<file path="src/rtl/pee_pkg.sv">
`timescale 1ns / 1ps
`default_nettype none
// ----------------------------------------------------------------------------
// pee_pkg
// Shared codes and controller/datapath interface types for the postfix
// evaluator.
// ----------------------------------------------------------------------------
package pee_pkg;

    localparam int DATA_W = 32;

    // result status codes
    localparam logic [2:0] ST_OK      = 3'd0;
    localparam logic [2:0] ST_INVALID = 3'd1;
    localparam logic [2:0] ST_ZERODIV = 3'd2;
    localparam logic [2:0] ST_UNKNOWN = 3'd3;
    localparam logic [2:0] ST_UNDER   = 3'd4;
    localparam logic [2:0] ST_OVER    = 3'd5;

    // character codes
    localparam logic [7:0] CH_ZERO  = 8'h30;
    localparam logic [7:0] CH_NINE  = 8'h39;
    localparam logic [7:0] CH_PLUS  = 8'h2B;
    localparam logic [7:0] CH_MINUS = 8'h2D;
    localparam logic [7:0] CH_STAR  = 8'h2A;
    localparam logic [7:0] CH_SLASH = 8'h2F;
    localparam logic [7:0] CH_NL    = 8'h0A;
    localparam logic [7:0] CH_SPACE = 8'h20;
    localparam logic [7:0] CH_TAB   = 8'h09;
    localparam logic [7:0] CH_VT    = 8'h0B;
    localparam logic [7:0] CH_FF    = 8'h0C;
    localparam logic [7:0] CH_CR    = 8'h0D;

    // character classes
    localparam logic [2:0] CC_DIGIT = 3'd0;
    localparam logic [2:0] CC_SPACE = 3'd1;
    localparam logic [2:0] CC_NL    = 3'd2;
    localparam logic [2:0] CC_OP    = 3'd3;
    localparam logic [2:0] CC_OTHER = 3'd4;

    typedef struct packed {
        logic       load_char;
        logic       acc_digit;
        logic       push;
        logic       clear_count;
        logic       rd_en;
        logic       div_start;
        logic       alu_write;
        logic       out_load;
        logic       out_from_tos;
        logic [2:0] out_status;
    } cmd_t;

    typedef struct packed {
        logic [2:0] cls;
        logic       is_div;
        logic       in_number;
        logic       count_zero;
        logic       count_one;
        logic       count_lt2;
        logic       full;
        logic       tos_zero;
        logic       div_done;
    } sts_t;

endpackage
`default_nettype wire

</file>
<file path="src/rtl/pee_ctrl.sv">
`timescale 1ns / 1ps
`default_nettype none
// ----------------------------------------------------------------------------
// pee_ctrl
// Sequencer: takes one character, steps the datapath through push, operator
// and report, and holds the halt flag after an error.
// ----------------------------------------------------------------------------
module pee_ctrl
    import pee_pkg::*;
(
    input  wire logic clk,
    input  wire logic rst_n,
    input  wire logic in_valid,
    output logic      in_stall,
    output logic      out_valid,
    input  wire logic out_stall,
    input  wire sts_t sts,
    output cmd_t      cmd
);

    localparam logic [2:0] S_IDLE     = 3'd0;
    localparam logic [2:0] S_DECODE   = 3'd1;
    localparam logic [2:0] S_DISPATCH = 3'd2;
    localparam logic [2:0] S_EXEC     = 3'd3;
    localparam logic [2:0] S_DIV      = 3'd4;
    localparam logic [2:0] S_OUT      = 3'd5;

    logic [2:0] state_reg, state_next;
    logic       halted_reg, halted_next;
    logic       accept;

    assign in_stall  = (state_reg != S_IDLE);
    assign out_valid = (state_reg == S_OUT);
    assign accept    = in_valid && !in_stall;

    always_comb
    begin
        state_next  = state_reg;
        halted_next = halted_reg;
        cmd         = '0;
        cmd.out_status = ST_OK;
        unique case (state_reg)
            S_IDLE:
            begin
                if (accept)
                begin
                    cmd.load_char = 1'b1;
                    if (!halted_reg)
                        state_next = S_DECODE;
                end
            end
            S_DECODE:
            begin
                priority if (sts.cls == CC_DIGIT)
                begin
                    cmd.acc_digit = 1'b1;
                    state_next    = S_IDLE;
                end
                else if (sts.in_number && sts.full)
                begin
                    cmd.out_load   = 1'b1;
                    cmd.out_status = ST_OVER;
                    state_next     = S_OUT;
                end
                else
                begin
                    cmd.push   = sts.in_number;
                    state_next = S_DISPATCH;
                end
            end
            S_DISPATCH:
            begin
                state_next = S_OUT;
                cmd.out_load = 1'b1;
                unique case (sts.cls)
                    CC_SPACE:
                    begin
                        cmd.out_load = 1'b0;
                        state_next   = S_IDLE;
                    end
                    CC_NL:
                    begin
                        if (sts.count_one)
                        begin
                            cmd.out_from_tos = 1'b1;
                            cmd.clear_count  = 1'b1;
                        end
                        else
                            cmd.out_status = ST_INVALID;
                    end
                    CC_OP:
                    begin
                        priority if (sts.count_zero)
                            cmd.out_status = ST_UNDER;
                        else if (sts.is_div && sts.tos_zero)
                            cmd.out_status = ST_ZERODIV;
                        else if (sts.count_lt2)
                            cmd.out_status = ST_UNDER;
                        else
                        begin
                            cmd.out_load = 1'b0;
                            cmd.rd_en    = 1'b1;
                            state_next   = S_EXEC;
                        end
                    end
                    default:
                        cmd.out_status = ST_UNKNOWN;
                endcase
            end
            S_EXEC:
            begin
                if (sts.is_div)
                begin
                    cmd.div_start = 1'b1;
                    state_next    = S_DIV;
                end
                else
                begin
                    cmd.alu_write = 1'b1;
                    state_next    = S_IDLE;
                end
            end
            S_DIV:
            begin
                if (sts.div_done)
                begin
                    cmd.alu_write = 1'b1;
                    state_next    = S_IDLE;
                end
            end
            S_OUT:
            begin
                if (!out_stall)
                    state_next = S_IDLE;
            end
            default:
                state_next = S_IDLE;
        endcase
        if (cmd.out_load && (cmd.out_status != ST_OK))
            halted_next = 1'b1;
    end

    always_ff @(posedge clk or negedge rst_n)
    begin
        if (!rst_n)
        begin
            state_reg  <= S_IDLE;
            halted_reg <= 1'b0;
        end
        else
        begin
            state_reg  <= state_next;
            halted_reg <= halted_next;
        end
    end

    // once halted, no character is processed any more
    a_halt_quiet: assert property (@(posedge clk) disable iff (!rst_n)
        halted_reg |-> (state_reg == S_IDLE || state_reg == S_OUT))
        else $error("halted block left idle");

    // an error always comes with a reported transaction
    a_halt_report: assert property (@(posedge clk) disable iff (!rst_n)
        $rose(halted_reg) |-> out_valid)
        else $error("halt without error report");

    // a taken result returns the sequencer to idle
    a_out_done: assert property (@(posedge clk) disable iff (!rst_n)
        (out_valid && !out_stall) |=> (state_reg == S_IDLE))
        else $error("result taken but sequencer not idle");

endmodule
`default_nettype wire

</file>
<file path="src/rtl/pee_dp.sv">
`timescale 1ns / 1ps
`default_nettype none
// ----------------------------------------------------------------------------
// pee_dp
// Datapath: character register, digit accumulator, operand stack with the top
// entry cached, adder/multiplier, iterative divider and result register.
// ----------------------------------------------------------------------------
module pee_dp
    import pee_pkg::*;
#(
    parameter int STACK_DEPTH = 64
)
(
    input  wire logic              clk,
    input  wire logic              rst_n,
    input  wire logic [7:0]        char_in,
    input  wire cmd_t              cmd,
    output sts_t                   sts,
    output logic signed [DATA_W-1:0] result_value,
    output logic [2:0]             status
);

    localparam int AW = (STACK_DEPTH > 1) ? $clog2(STACK_DEPTH) : 1;
    localparam int CW = $clog2(STACK_DEPTH + 1);
    localparam logic [CW-1:0] COUNT_FULL = CW'(STACK_DEPTH);

    logic [7:0]        char_reg;
    logic [DATA_W-1:0] acc_reg, acc_next;
    logic              in_number_reg, in_number_next;
    logic [CW-1:0]     count_reg, count_next;
    logic [DATA_W-1:0] tos_reg, tos_next;
    logic [DATA_W-1:0] rd_data_reg;
    logic [DATA_W-1:0] stack_mem [STACK_DEPTH];
    logic [CW-1:0]     count_m1, count_m2;
    logic              wr_en;
    logic [DATA_W-1:0] result_reg;
    logic [2:0]        status_reg;
    logic [2:0]        cls;

    // divider; the remainder stays below the divisor magnitude, so 32 bits hold it
    logic [DATA_W-1:0] div_rem_reg;
    logic [DATA_W-1:0] div_quo_reg, div_den_reg;
    logic [4:0]        div_cnt_reg;
    logic              div_busy_reg, div_done_reg, div_neg_reg;
    logic [DATA_W:0]   div_shift, div_diff;
    logic              div_bit;

    logic [DATA_W-1:0] lhs, rhs, mul_res, alu_res, quo_signed;

    assign lhs = rd_data_reg;
    assign rhs = tos_reg;

    always_comb
    begin
        priority if (char_reg >= CH_ZERO && char_reg <= CH_NINE)
            cls = CC_DIGIT;
        else if (char_reg == CH_SPACE || char_reg == CH_TAB || char_reg == CH_VT ||
                 char_reg == CH_FF || char_reg == CH_CR)
            cls = CC_SPACE;
        else if (char_reg == CH_NL)
            cls = CC_NL;
        else if (char_reg == CH_PLUS || char_reg == CH_MINUS || char_reg == CH_STAR ||
                 char_reg == CH_SLASH)
            cls = CC_OP;
        else
            cls = CC_OTHER;
    end

    assign sts.cls        = cls;
    assign sts.is_div     = (char_reg == CH_SLASH);
    assign sts.in_number  = in_number_reg;
    assign sts.count_zero = (count_reg == '0);
    assign sts.count_one  = (count_reg == CW'(1));
    assign sts.count_lt2  = (count_reg < CW'(2));
    assign sts.full       = (count_reg == COUNT_FULL);
    assign sts.tos_zero   = (tos_reg == '0);
    assign sts.div_done   = div_done_reg;

    assign count_m1 = count_reg - CW'(1);
    assign count_m2 = count_reg - CW'(2);
    assign wr_en    = cmd.push && (count_reg != '0);

    // arithmetic
    assign mul_res    = lhs * rhs;
    assign quo_signed = div_neg_reg ? (DATA_W'(0) - div_quo_reg) : div_quo_reg;

    always_comb
    begin
        unique case (char_reg)
            CH_PLUS:  alu_res = lhs + rhs;
            CH_MINUS: alu_res = lhs - rhs;
            CH_STAR:  alu_res = mul_res;
            default:  alu_res = quo_signed;
        endcase
    end

    always_comb
    begin
        acc_next       = acc_reg;
        in_number_next = in_number_reg;
        count_next     = count_reg;
        tos_next       = tos_reg;
        if (cmd.acc_digit)
        begin
            acc_next = (acc_reg << 3) + (acc_reg << 1) + {28'd0, char_reg[3:0]};
            in_number_next = 1'b1;
        end
        if (cmd.push)
        begin
            tos_next       = acc_reg;
            count_next     = count_reg + CW'(1);
            acc_next       = '0;
            in_number_next = 1'b0;
        end
        if (cmd.alu_write)
        begin
            tos_next   = alu_res;
            count_next = count_m1;
        end
        if (cmd.clear_count)
            count_next = '0;
    end

    // restoring division step on magnitudes
    assign div_shift = {div_rem_reg, div_quo_reg[DATA_W-1]};
    assign div_diff  = div_shift - {1'b0, div_den_reg};
    assign div_bit   = !div_diff[DATA_W];

    always_ff @(posedge clk or negedge rst_n)
    begin
        if (!rst_n)
        begin
            acc_reg       <= '0;
            in_number_reg <= 1'b0;
            count_reg     <= '0;
            div_busy_reg  <= 1'b0;
            div_done_reg  <= 1'b0;
            div_cnt_reg   <= '0;
        end
        else
        begin
            acc_reg       <= acc_next;
            in_number_reg <= in_number_next;
            count_reg     <= count_next;
            div_done_reg  <= div_busy_reg && (div_cnt_reg == 5'd31);
            if (cmd.div_start)
            begin
                div_busy_reg <= 1'b1;
                div_cnt_reg  <= '0;
            end
            else if (div_busy_reg)
            begin
                div_cnt_reg <= div_cnt_reg + 5'd1;
                if (div_cnt_reg == 5'd31)
                    div_busy_reg <= 1'b0;
            end
        end
    end

    always_ff @(posedge clk)
    begin
        tos_reg <= tos_next;
        if (cmd.load_char)
            char_reg <= char_in;
        if (cmd.div_start)
        begin
            div_rem_reg <= '0;
            div_quo_reg <= lhs[DATA_W-1] ? (DATA_W'(0) - lhs) : lhs;
            div_den_reg <= rhs[DATA_W-1] ? (DATA_W'(0) - rhs) : rhs;
            div_neg_reg <= lhs[DATA_W-1] ^ rhs[DATA_W-1];
        end
        else if (div_busy_reg)
        begin
            div_rem_reg <= div_bit ? div_diff[DATA_W-1:0] : div_shift[DATA_W-1:0];
            div_quo_reg <= {div_quo_reg[DATA_W-2:0], div_bit};
        end
        if (cmd.out_load)
        begin
            result_reg <= cmd.out_from_tos ? tos_reg : '0;
            status_reg <= cmd.out_status;
        end
    end

    // entries below the top; the top itself lives in tos_reg
    always_ff @(posedge clk)
    begin
        if (wr_en)
            stack_mem[count_m1[AW-1:0]] <= tos_reg;
        if (cmd.rd_en)
            rd_data_reg <= stack_mem[count_m2[AW-1:0]];
    end

    assign result_value = signed'(result_reg);
    assign status       = status_reg;

    a_pop_depth: assert property (@(posedge clk) disable iff (!rst_n)
        cmd.alu_write |-> (count_reg >= CW'(2)))
        else $error("operator result written with fewer than two entries");

    a_push_room: assert property (@(posedge clk) disable iff (!rst_n)
        cmd.push |-> (count_reg < COUNT_FULL))
        else $error("push onto a full stack");

    // a new division never starts while one is still running
    a_div_start_idle: assert property (@(posedge clk) disable iff (!rst_n)
        cmd.div_start |-> !div_busy_reg)
        else $error("division started while divider busy");

endmodule
`default_nettype wire

</file>
<file path="src/rtl/postfix_expression_evaluator.sv">
`timescale 1ns / 1ps
`default_nettype none
// ----------------------------------------------------------------------------
// postfix_expression_evaluator
// Reverse Polish integer evaluator fed one character per transaction.
// ----------------------------------------------------------------------------
// Input channel: in_valid / in_stall with char_in, one ASCII character per
// transaction. Output channel: out_valid / out_stall with result_value and
// status; a transaction is produced for every newline and for every error.
//
// Characters are handled one at a time by a sequencer; in_stall is high
// while a character is in progress or a result waits to be taken.
//   digit: accumulator x10 + digit by shift-and-add
//   space class: decode, then dispatch; newline: decode, dispatch, then out_valid
//   + - *: second operand read from the stack memory, then through the adder
//          or the 32x32 multiplier
//   /: radix-2 restoring divider (32 steps)
// A character that ends a digit run pushes the number first, while it is decoded.
// The top of stack is held in a register; lower entries sit in a memory of
// STACK_DEPTH words with one write and one registered read port.
//
// Reset clears the stack count, the accumulator and the halt flag; stack
// memory is not cleared. While the receiver stalls, the result is held and
// no further character is taken. After an error status the block keeps
// taking characters but ignores them and reports nothing until reset.
// ----------------------------------------------------------------------------
module postfix_expression_evaluator
    import pee_pkg::*;
#(
    parameter int STACK_DEPTH = 64
)
(
    input  wire logic                  clk,
    input  wire logic                  rst_n,
    input  wire logic                  in_valid,
    output logic                       in_stall,
    input  wire logic [7:0]            char_in,
    output logic                       out_valid,
    input  wire logic                  out_stall,
    output logic signed [DATA_W-1:0]   result_value,
    output logic [2:0]                 status
);

    cmd_t cmd;
    sts_t sts;

    // sequencer: handshakes, character flow, halt flag
    pee_ctrl u_ctrl (
        .clk       (clk),
        .rst_n     (rst_n),
        .in_valid  (in_valid),
        .in_stall  (in_stall),
        .out_valid (out_valid),
        .out_stall (out_stall),
        .sts       (sts),
        .cmd       (cmd)
    );

    // datapath: stack, arithmetic, result register
    pee_dp #(
        .STACK_DEPTH (STACK_DEPTH)
    ) u_dp (
        .clk          (clk),
        .rst_n        (rst_n),
        .char_in      (char_in),
        .cmd          (cmd),
        .sts          (sts),
        .result_value (result_value),
        .status       (status)
    );

endmodule
`default_nettype wire

</file>
<file path="config.mk">
export PLATFORM = sky130hd
export DESIGN_NAME = postfix_expression_evaluator
export DESIGN_NICKNAME = d
export VERILOG_FILES = /design/src/rtl/pee_pkg.sv /design/src/rtl/pee_ctrl.sv /design/src/rtl/pee_dp.sv /design/src/rtl/postfix_expression_evaluator.sv
export SDC_FILE = /design/constraint.sdc
export NUM_CORES = 2
export LEC_CHECK = 0
export BUFFER_PORTS_ARGS = -buffer_cell sky130_fd_sc_hd__buf_4
export CAP_MARGIN = 15
export CELL_PAD_IN_SITES_DETAIL_PLACEMENT = 1
export CELL_PAD_IN_SITES_GLOBAL_PLACEMENT = 1
export CORE_UTILIZATION = 43
export DETAILED_ROUTE_END_ITERATION = 16
export PLACE_DENSITY = 0.67
export SETUP_SLACK_MARGIN = 0.1
export SLEW_MARGIN = 20
export SYNTH_ARGS = -nofsm -noshare
export SYNTH_HDL_FRONTEND = slang
export SYNTH_SLANG_ARGS = --single-unit
</file>
<file path="constraint.sdc">
create_clock -name clk -period 15.83 [get_ports clk]
set_clock_uncertainty 0.05 [all_clocks]
set_input_delay 0.7915 -clock clk [delete_from_list [all_inputs] [get_ports clk]]
set_output_delay 0.7915 -clock clk [all_outputs]
set_load 0.005 [all_outputs]
</file>
* Word-level counts from Yosys, hierarchy flattened
Memories as Yosys holds them, arrays and structs flattened. A register that Yosys moved wholly into a read port is not among the register bits. Cells that the tools add are included.
Cells by class: $lt $le $gt $ge 3, equal/unequal tests 25, multiply operators 1, add/sub/neg operators 12, reductions and logical operators 28, muxes and demuxes 73, bitwise gates (word level) 1
Operators by type and width (count):
- two-way mux 32 bit | 9
- one-hot mux 32 bit (3 select lines) | 1
- subtractor 1 x 32 -> 32 bit (first input constant) | 3
- adder 32 bit | 2
- two-way mux 3 bit | 19
- equality test 8 x 4 -> 1 bit (second input constant) | 5
- equality test 8 x 6 -> 1 bit (second input constant) | 5
- subtractor 33 x 32 -> 33 bit | 1
- adder 32 x 4 -> 32 bit | 1
- logical NOT 32 bit | 1
- multiplier 32 x 32 -> 32 bit | 1
- subtractor 32 bit | 1
- two-way mux 31 bit | 1
- two-way mux 1 bit | 29
- two-way mux 7 bit | 3
- one-hot mux 3 bit (6 select lines) | 1
- equality test 3 x 2 -> 1 bit (second input constant) | 4
- one-hot mux 3 bit (2 select lines) | 2
- two-way mux 5 bit | 2
- one-hot mux 3 bit (3 select lines) | 1
- nonzero test 3 bit | 3
- >= comparator 8 x 6 -> 1 bit (second input constant) | 1
- less-or-equal comparator 8 x 6 -> 1 bit (second input constant) | 1
- adder 7 x 1 -> 7 bit (second input constant) | 1
- other kinds (22) | 45
Word-level totals: logic and storage cells 161, output and inout bits 37, bits of input ports 12, memories 1, memory bits (writable) 2048, register bits 223
Memories:
- u_dp.stack_mem | words 64, width 32, rd ports 1, clocked after memory_dff 1, write ports 1, line pee_dp.sv:33 | logic [DATA_W-1:0] stack_mem [STACK_DEPTH];

* Longest topological paths before layout
depth after elaboration 14, depth in mapped cells 28, depth with buffers taken out 26

* Hierarchy
Synthesis repeated with hierarchy kept, for this count alone.
Unflattened totals: cells, all modules 6694, area total of the unflattened synthesis 111669.6 um2
By module, submodules not included:
- pee_dp | sequential area each 68480.7 um2, cells an instance 6631, area an instance 111181.6 um2, times used 1
- pee_ctrl | sequential area each 100.1 um2, cells an instance 63, area an instance 488.0 um2, times used 1

* Worst setup path before layout
OpenSTA, ideal clock, no wires.
path kind register to register, start register u_dp.tos_reg[7], in the netlist u_dp.rhs[7], end register u_dp.tos_reg[30], in the netlist u_dp.rhs[30] (data pin), clock period less this slack 8003 ps, library setup time 261 ps, data required time 15519 ps, arrival 7692 ps, setup slack 7827 ps, cell stages (with the launch flop) 24, buffers on the path 2, cell sequence edfxtp_1 > clkbuf_1 > clkbuf_1 > and2_1 > fa_1 > fa_1 > fa_1 > inv_1 > fa_1 > inv_1 > fa_1 > fa_1 > fa_1 > fa_1 > ha_1 > a21o_1 > a21o_1 > a21o_1 > or3_1 > o211ai_1 > a21oi_1 > a31oi_1 > nor2_1 > o32a_1
On the way: word-level cells in the longest chain between the ends 3, elaborated cells between the ends (all ways) 5, those cells by class add/sub: 2; mul: 1; mux: 2
RTL lines:
- from (decl) | line pee_dp.sv:31 | logic [DATA_W-1:0] tos_reg, tos_next;
- from (signal assigned) | line pee_dp.sv:162 | tos_reg <= tos_next;
- multiplier 32 x 32 -> 32 bit, or another cell as far along | line pee_dp.sv:84 | assign mul_res = lhs * rhs;
- one-hot mux 32 bit (3 select lines) * | line pee_dp.sv:89 | unique case (char_reg)
- two-way mux 32 bit * | line pee_dp.sv:115 | if (cmd.alu_write)
- via u_dp.tos_next[30] | line pee_dp.sv:31
Mark *: on every way through the listed nets, which the timed path passes. The rest lies on a longest branch. A chain may end at the register's enable or synchronous reset.

* Worst setup path in the final report
Ends and elaborated chain as after synthesis.

==> implementation parameters <==
Parameter                              Value

Yosys
  Most common cell in the netlist ... sky130_fd_sc_hd__edfxtp_1
  Largest area contributor in the synthesized netlist ... sky130_fd_sc_hd__edfxtp_1
  Most instantiated cells after synthesis ... 2220 x sky130_fd_sc_hd__edfxtp_1, 660 x sky130_fd_sc_hd__mux4_2, 455 x sky130_fd_sc_hd__inv_1
  Top-area cell type share of the netlist area ... between 60% and 70%
  Synthesized instance count ... 6635
  Number of enable-type register cells in the synthesized netlist ... 2220
  Share of the yosys chip area belonging to registers ... approximately 62%
  Post-synth cell types ... 85
  Async set-or-reset flop fraction in the synthesized netlist ... about 2.2%
  Mapped Area ... 111000 um^2
  Flip-flop and latch count after synthesis ... 2303
  Flip-flop cell with the highest count after synthesis ... sky130_fd_sc_hd__edfxtp_1
  Synthesized net count ... 7315
  Mean Syn Cell Area ... approximately 17 um^2
  Warning count from the yosys run ... 0
  Largest cells by area after synthesis ... sky130_fd_sc_hd__edfxtp_1 60%, sky130_fd_sc_hd__mux4_2 13%, sky130_fd_sc_hd__fa_1 7.4%, sky130_fd_sc_hd__ha_1 2.9%, sky130_fd_sc_hd__and2_1 2.0%

Clock tree
  CTS max path bufs ... 3
  Number of buffers inserted during clock tree synthesis ... 237
  Post-CTS Resized ... 0
  CTS tree ... done
  Master cell of the clock root buffer ... sky130_fd_sc_hd__clkbuf_16
  Number of sinks handled by clock tree synthesis ... between 2k and 2.5k
  H-tree levels ... 4
  Clock transition at the registers of the reported paths ... 0.06 ns
  Later-pin clock latency in the skew report ... 0.92 ns
  Hold Buf Count CTS ... 9
  Post-CTS Setup Inserts ... 0

Placed design
  Number of buffer cells added on primary ports ... 48
  Post-place setup slack ... a little over 7 ns
  Placed wire-length estimate ... 197000 um
  RD Place Congestion ... approximately 0.85

Timing
  Unrepaired setup endpoints after global routing ... no
  Sum Neg Setup Slack ... 0 ns
  Final critical-path required period ... 8.77 ns
  Final cycle utilization of the critical path ... 55.4%
  Max-slew headroom at the worst pin ... 10.0%
  Final hold vios ... 0
  Slew at the pin closest to its max-slew limit ... 1.33 ns
  Number of setup violations in the final report ... 0
  Number of pins with negative max-slew slack in the final report ... 0
  Highest attainable clock frequency ... 114 MHz
  Final WS setup ... 7.06 ns

Final layout
  Layout overhead on the synthesized area ... 12.0%
  Multi-input logic area ... 40000 um^2
  Net count reported at finish ... 7459
  Flip-flop count of the largest register, all copies and words added ... a little over 2k
  Fraction of the core area covered by cells at the end of the flow ... 48.4%
  Layout fillers ... around 24k
  Ratio of cells with drive above 1 in the final layout ... 19.5%
  Register cell area after layout ... 68600 um^2

Power and ir drop
  Internal portion of total power ... 15.6 mW
  Fraction of power consumed by combinational cells ... between 50% and 60%
  Sequential cell fraction of total power ... ~27%
  Share of total power in the clock network ... 21.6%
  Switching power as a share of total power ... around 40%
  Net switching power of the design ... ~10 mW
  Worst IR Drop VDD ... 595 uV
  Leakage power figure ... 43.4 nW
  Power density relative to cell area ... just over 200 nW/um^2

Detailed routing
  Vias per inst ... 5.98
  Via count of the routed design ... about 62k
  Post-route DRC violation count ... 0
  First-pass iteration count of the detailed router ... 7
  Routed Wire Length ... 335000 um
  Remaining number of nets flagged by the antenna check after routing ... 0
  Starting DRC count in detailed routing ... 6435
  Wire length per cell after detailed routing ... between 30 and 40 um

Die
  Placeable Area ... 257000 um^2
  Chip Width ... 510 um
  Number of rows in the core area ... 186
  Starting utilization of the core area ... 43.2%
  Boundary pin count ... 49
  Height of the die ... roughly 510 um
  Total Die Area ... about 260000 um^2

Global route
  Global-route wire length before repair ... 476000 um
  Initial antenna violation count ... 19
  Met1 track demand over resource ... about 35%
  Vias in the first global route ... roughly 65k
  Total GRT Usage ... between 20 and 30%
  Met2 global-route usage ... 42.9%
  GR peak layer ... met2
  Total gr overflow ... 0
  Largest net degree at the start of global routing ... 98
  Met3 Track Usage GR ... 4.32%

Critical path
  Worst Path Class, Setup ... flip-flop to flip-flop
  Data arrival time of the critical path ... just over 9 ns
  Critical Path RT ... ~16 ns
  Startpoint Class ... flip-flop
  Category of the worst setup path capture point ... flip-flop
  Worst-path fanout max ... 80

Run
  Count of max-cap constraint violations ... 0

Outcome
  Result of the run ... finished, final reports clean

Worst hold path
  Type of the tightest min-delay check ... input port to flip-flop
==> cells in the final DEF (no fill, tap or decap), types with 21 or more instances in the layout <==
cell / synthesis / final
sky130_fd_sc_hd__dfxtp_1: 32 / 32
sky130_fd_sc_hd__nand3_1: 49 / 49
sky130_fd_sc_hd__nor2b_1: 28 / 28
sky130_fd_sc_hd__mux2i_1: 23 / 21
sky130_fd_sc_hd__a211oi_1: 29 / 26
sky130_fd_sc_hd__nor3_1: 23 / 22
sky130_fd_sc_hd__fa_1: 412 / 412
sky130_fd_sc_hd__o21a_1: 21 / 21
sky130_fd_sc_hd__clkinv_2: 0 / 33
sky130_fd_sc_hd__inv_1: 455 / 454
sky130_fd_sc_hd__clkbuf_16: 0 / 240
sky130_fd_sc_hd__edfxtp_1: 2220 / 2220
sky130_fd_sc_hd__o31ai_1: 34 / 34
sky130_fd_sc_hd__nand2_1: 428 / 427
sky130_fd_sc_hd__ha_1: 256 / 255
sky130_fd_sc_hd__or4_1: 21 / 21
sky130_fd_sc_hd__or3_1: 22 / 22
sky130_fd_sc_hd__xnor2_1: 167 / 166
sky130_fd_sc_hd__dfrtp_1: 51 / 48
sky130_fd_sc_hd__clkbuf_1: 274 / 46
sky130_fd_sc_hd__mux4_2: 660 / 660
sky130_fd_sc_hd__nand2b_1: 32 / 32
sky130_fd_sc_hd__xor2_1: 129 / 127
sky130_fd_sc_hd__clkinv_1: 1 / 66
sky130_fd_sc_hd__nor2_1: 229 / 164
sky130_fd_sc_hd__and2_1: 347 / 347
sky130_fd_sc_hd__a21oi_1: 171 / 171
sky130_fd_sc_hd__o21ai_0: 152 / 152
sky130_fd_sc_hd__a21o_1: 54 / 54
sky130_fd_sc_hd__nor2_4: 0 / 64
sky130_fd_sc_hd__buf_4: 1 / 243
==> cell families (layout without fill, tap and decap cells) <==
logic type | Yosys count | count (layout) | share of synthesized area (%)
AND/OR/NAND/NOR | 1257 | 1257 | 5.60
buffers and inverters | 811 | 1154 | 2.75
other | 0 | 6 | 0
adder cells (fa/ha/maj) | 668 | 668 | 10.3
XOR/XNOR | 297 | 297 | 2.35
AO/OA/AOI/OAI | 609 | 609 | 3.54
multiplexers | 690 | 690 | 13.7
flip-flops | 2303 | 2303 | 61.8
==> path summary, 6_finish.rpt <==
path	startpoint	endpoint	cells after the start	slack, ns
setup reg to reg	u_dp.rhs[7]$_DFFE_PP_	u_dp.rhs[30]$_DFFE_PP_	25	7.06
hold reg to reg	u_dp.acc_reg[31]$_DFFE_PN0P_	u_dp.acc_reg[31]$_DFFE_PN0P_	2	0.45
setup / recovery	u_dp.rhs[7]$_DFFE_PP_	u_dp.rhs[30]$_DFFE_PP_	25	7.06
min in group asynchronous	rst_n	u_dp.acc_reg[6]$_DFFE_PN0P_	2	0.44
hold / removal	out_stall	u_ctrl.state_reg[0]$_DFFE_PN0P_	2	0.1
max in group asynchronous	rst_n	u_dp.count_reg[1]$_DFFE_PN0P_	2	14.59
==> worst max-delay path: stages, from the launching register on <==
cell	delay [ns]
sky130_fd_sc_hd__edfxtp_1	0.83
sky130_fd_sc_hd__buf_4	0.81
sky130_fd_sc_hd__and2_1	0.25
sky130_fd_sc_hd__fa_1	0.43
sky130_fd_sc_hd__fa_1	0.50
sky130_fd_sc_hd__fa_1	0.51
sky130_fd_sc_hd__inv_1	0.05
sky130_fd_sc_hd__fa_1	0.47
sky130_fd_sc_hd__inv_1	0.06
sky130_fd_sc_hd__fa_1	0.50
sky130_fd_sc_hd__inv_1	0.05
sky130_fd_sc_hd__fa_1	0.52
sky130_fd_sc_hd__inv_1	0.05
sky130_fd_sc_hd__fa_1	0.49
sky130_fd_sc_hd__fa_1	0.42
sky130_fd_sc_hd__ha_1	0.36
sky130_fd_sc_hd__nand3_1	0.15
sky130_fd_sc_hd__nor2_1	0.18
sky130_fd_sc_hd__nand2_1	0.07
sky130_fd_sc_hd__o21ai_0	0.57
sky130_fd_sc_hd__o211ai_1	0.25
sky130_fd_sc_hd__a21oi_1	0.27
sky130_fd_sc_hd__nor3_1	0.07
sky130_fd_sc_hd__a31oi_1	0.14
sky130_fd_sc_hd__nor2_1	0.05
sky130_fd_sc_hd__o32a_1	0.35
==> metrics by stage <==
stage / power [mW] / hold slack [ns] / cell area [um^2] / instances
after global placement: 20.2 / 0.432 / 116000 / 9913
final: 25.8 / 0.0971 / 124000 / 10400
after detailed placement: 20.3 / 0.432 / 116000 / 9913
after CTS: 26.0 / 0.0210 / 124000 / 10400
after floorplan: 16.3 / 0.384 / 111000 / 6635
after global routing: 27.2 / 0.0676 / 124000 / 10400
==> area by class of cell <==
class | count | share of cell area [%]
antenna | 6 | 0.0121
clock buffer | 291 | 5.02
clock inverter | 147 | 1.21
inverter | 456 | 1.38
multi-input combinational | 3521 | 32.1
sequential | 2303 | 55.2
tap | 3384 | 3.41
timing repair buffer | 260 | 1.66
==> per-layer routing <==
| layer | up-vias | share of wire [%] |
|---|---|---|
| li1 | 25300 | - |
| met1 | 33600 | 40 |
| met2 | 2543 | 49 |
| met3 | 495 | 7.2 |
| met4 | 12 | 3.8 |
| met5 | - | 0.025 |
==> power groups by stage <==
stage | Combinational, mW | Clock (mW) | Sequential [mW]
6_report | 13.1 | 5.57 | 7.05
5_1_grt | 14.3 | 5.86 | 7.06
4_1_cts | 13.3 | 5.66 | 7.05
3_5_place_dp | 13.2 | 0 | 7.18
3_3_place_gp | 13.0 | 0 | 7.17
2_1_floorplan | 9.12 | 0 | 7.17
Power figures use the tool's default switching activity.
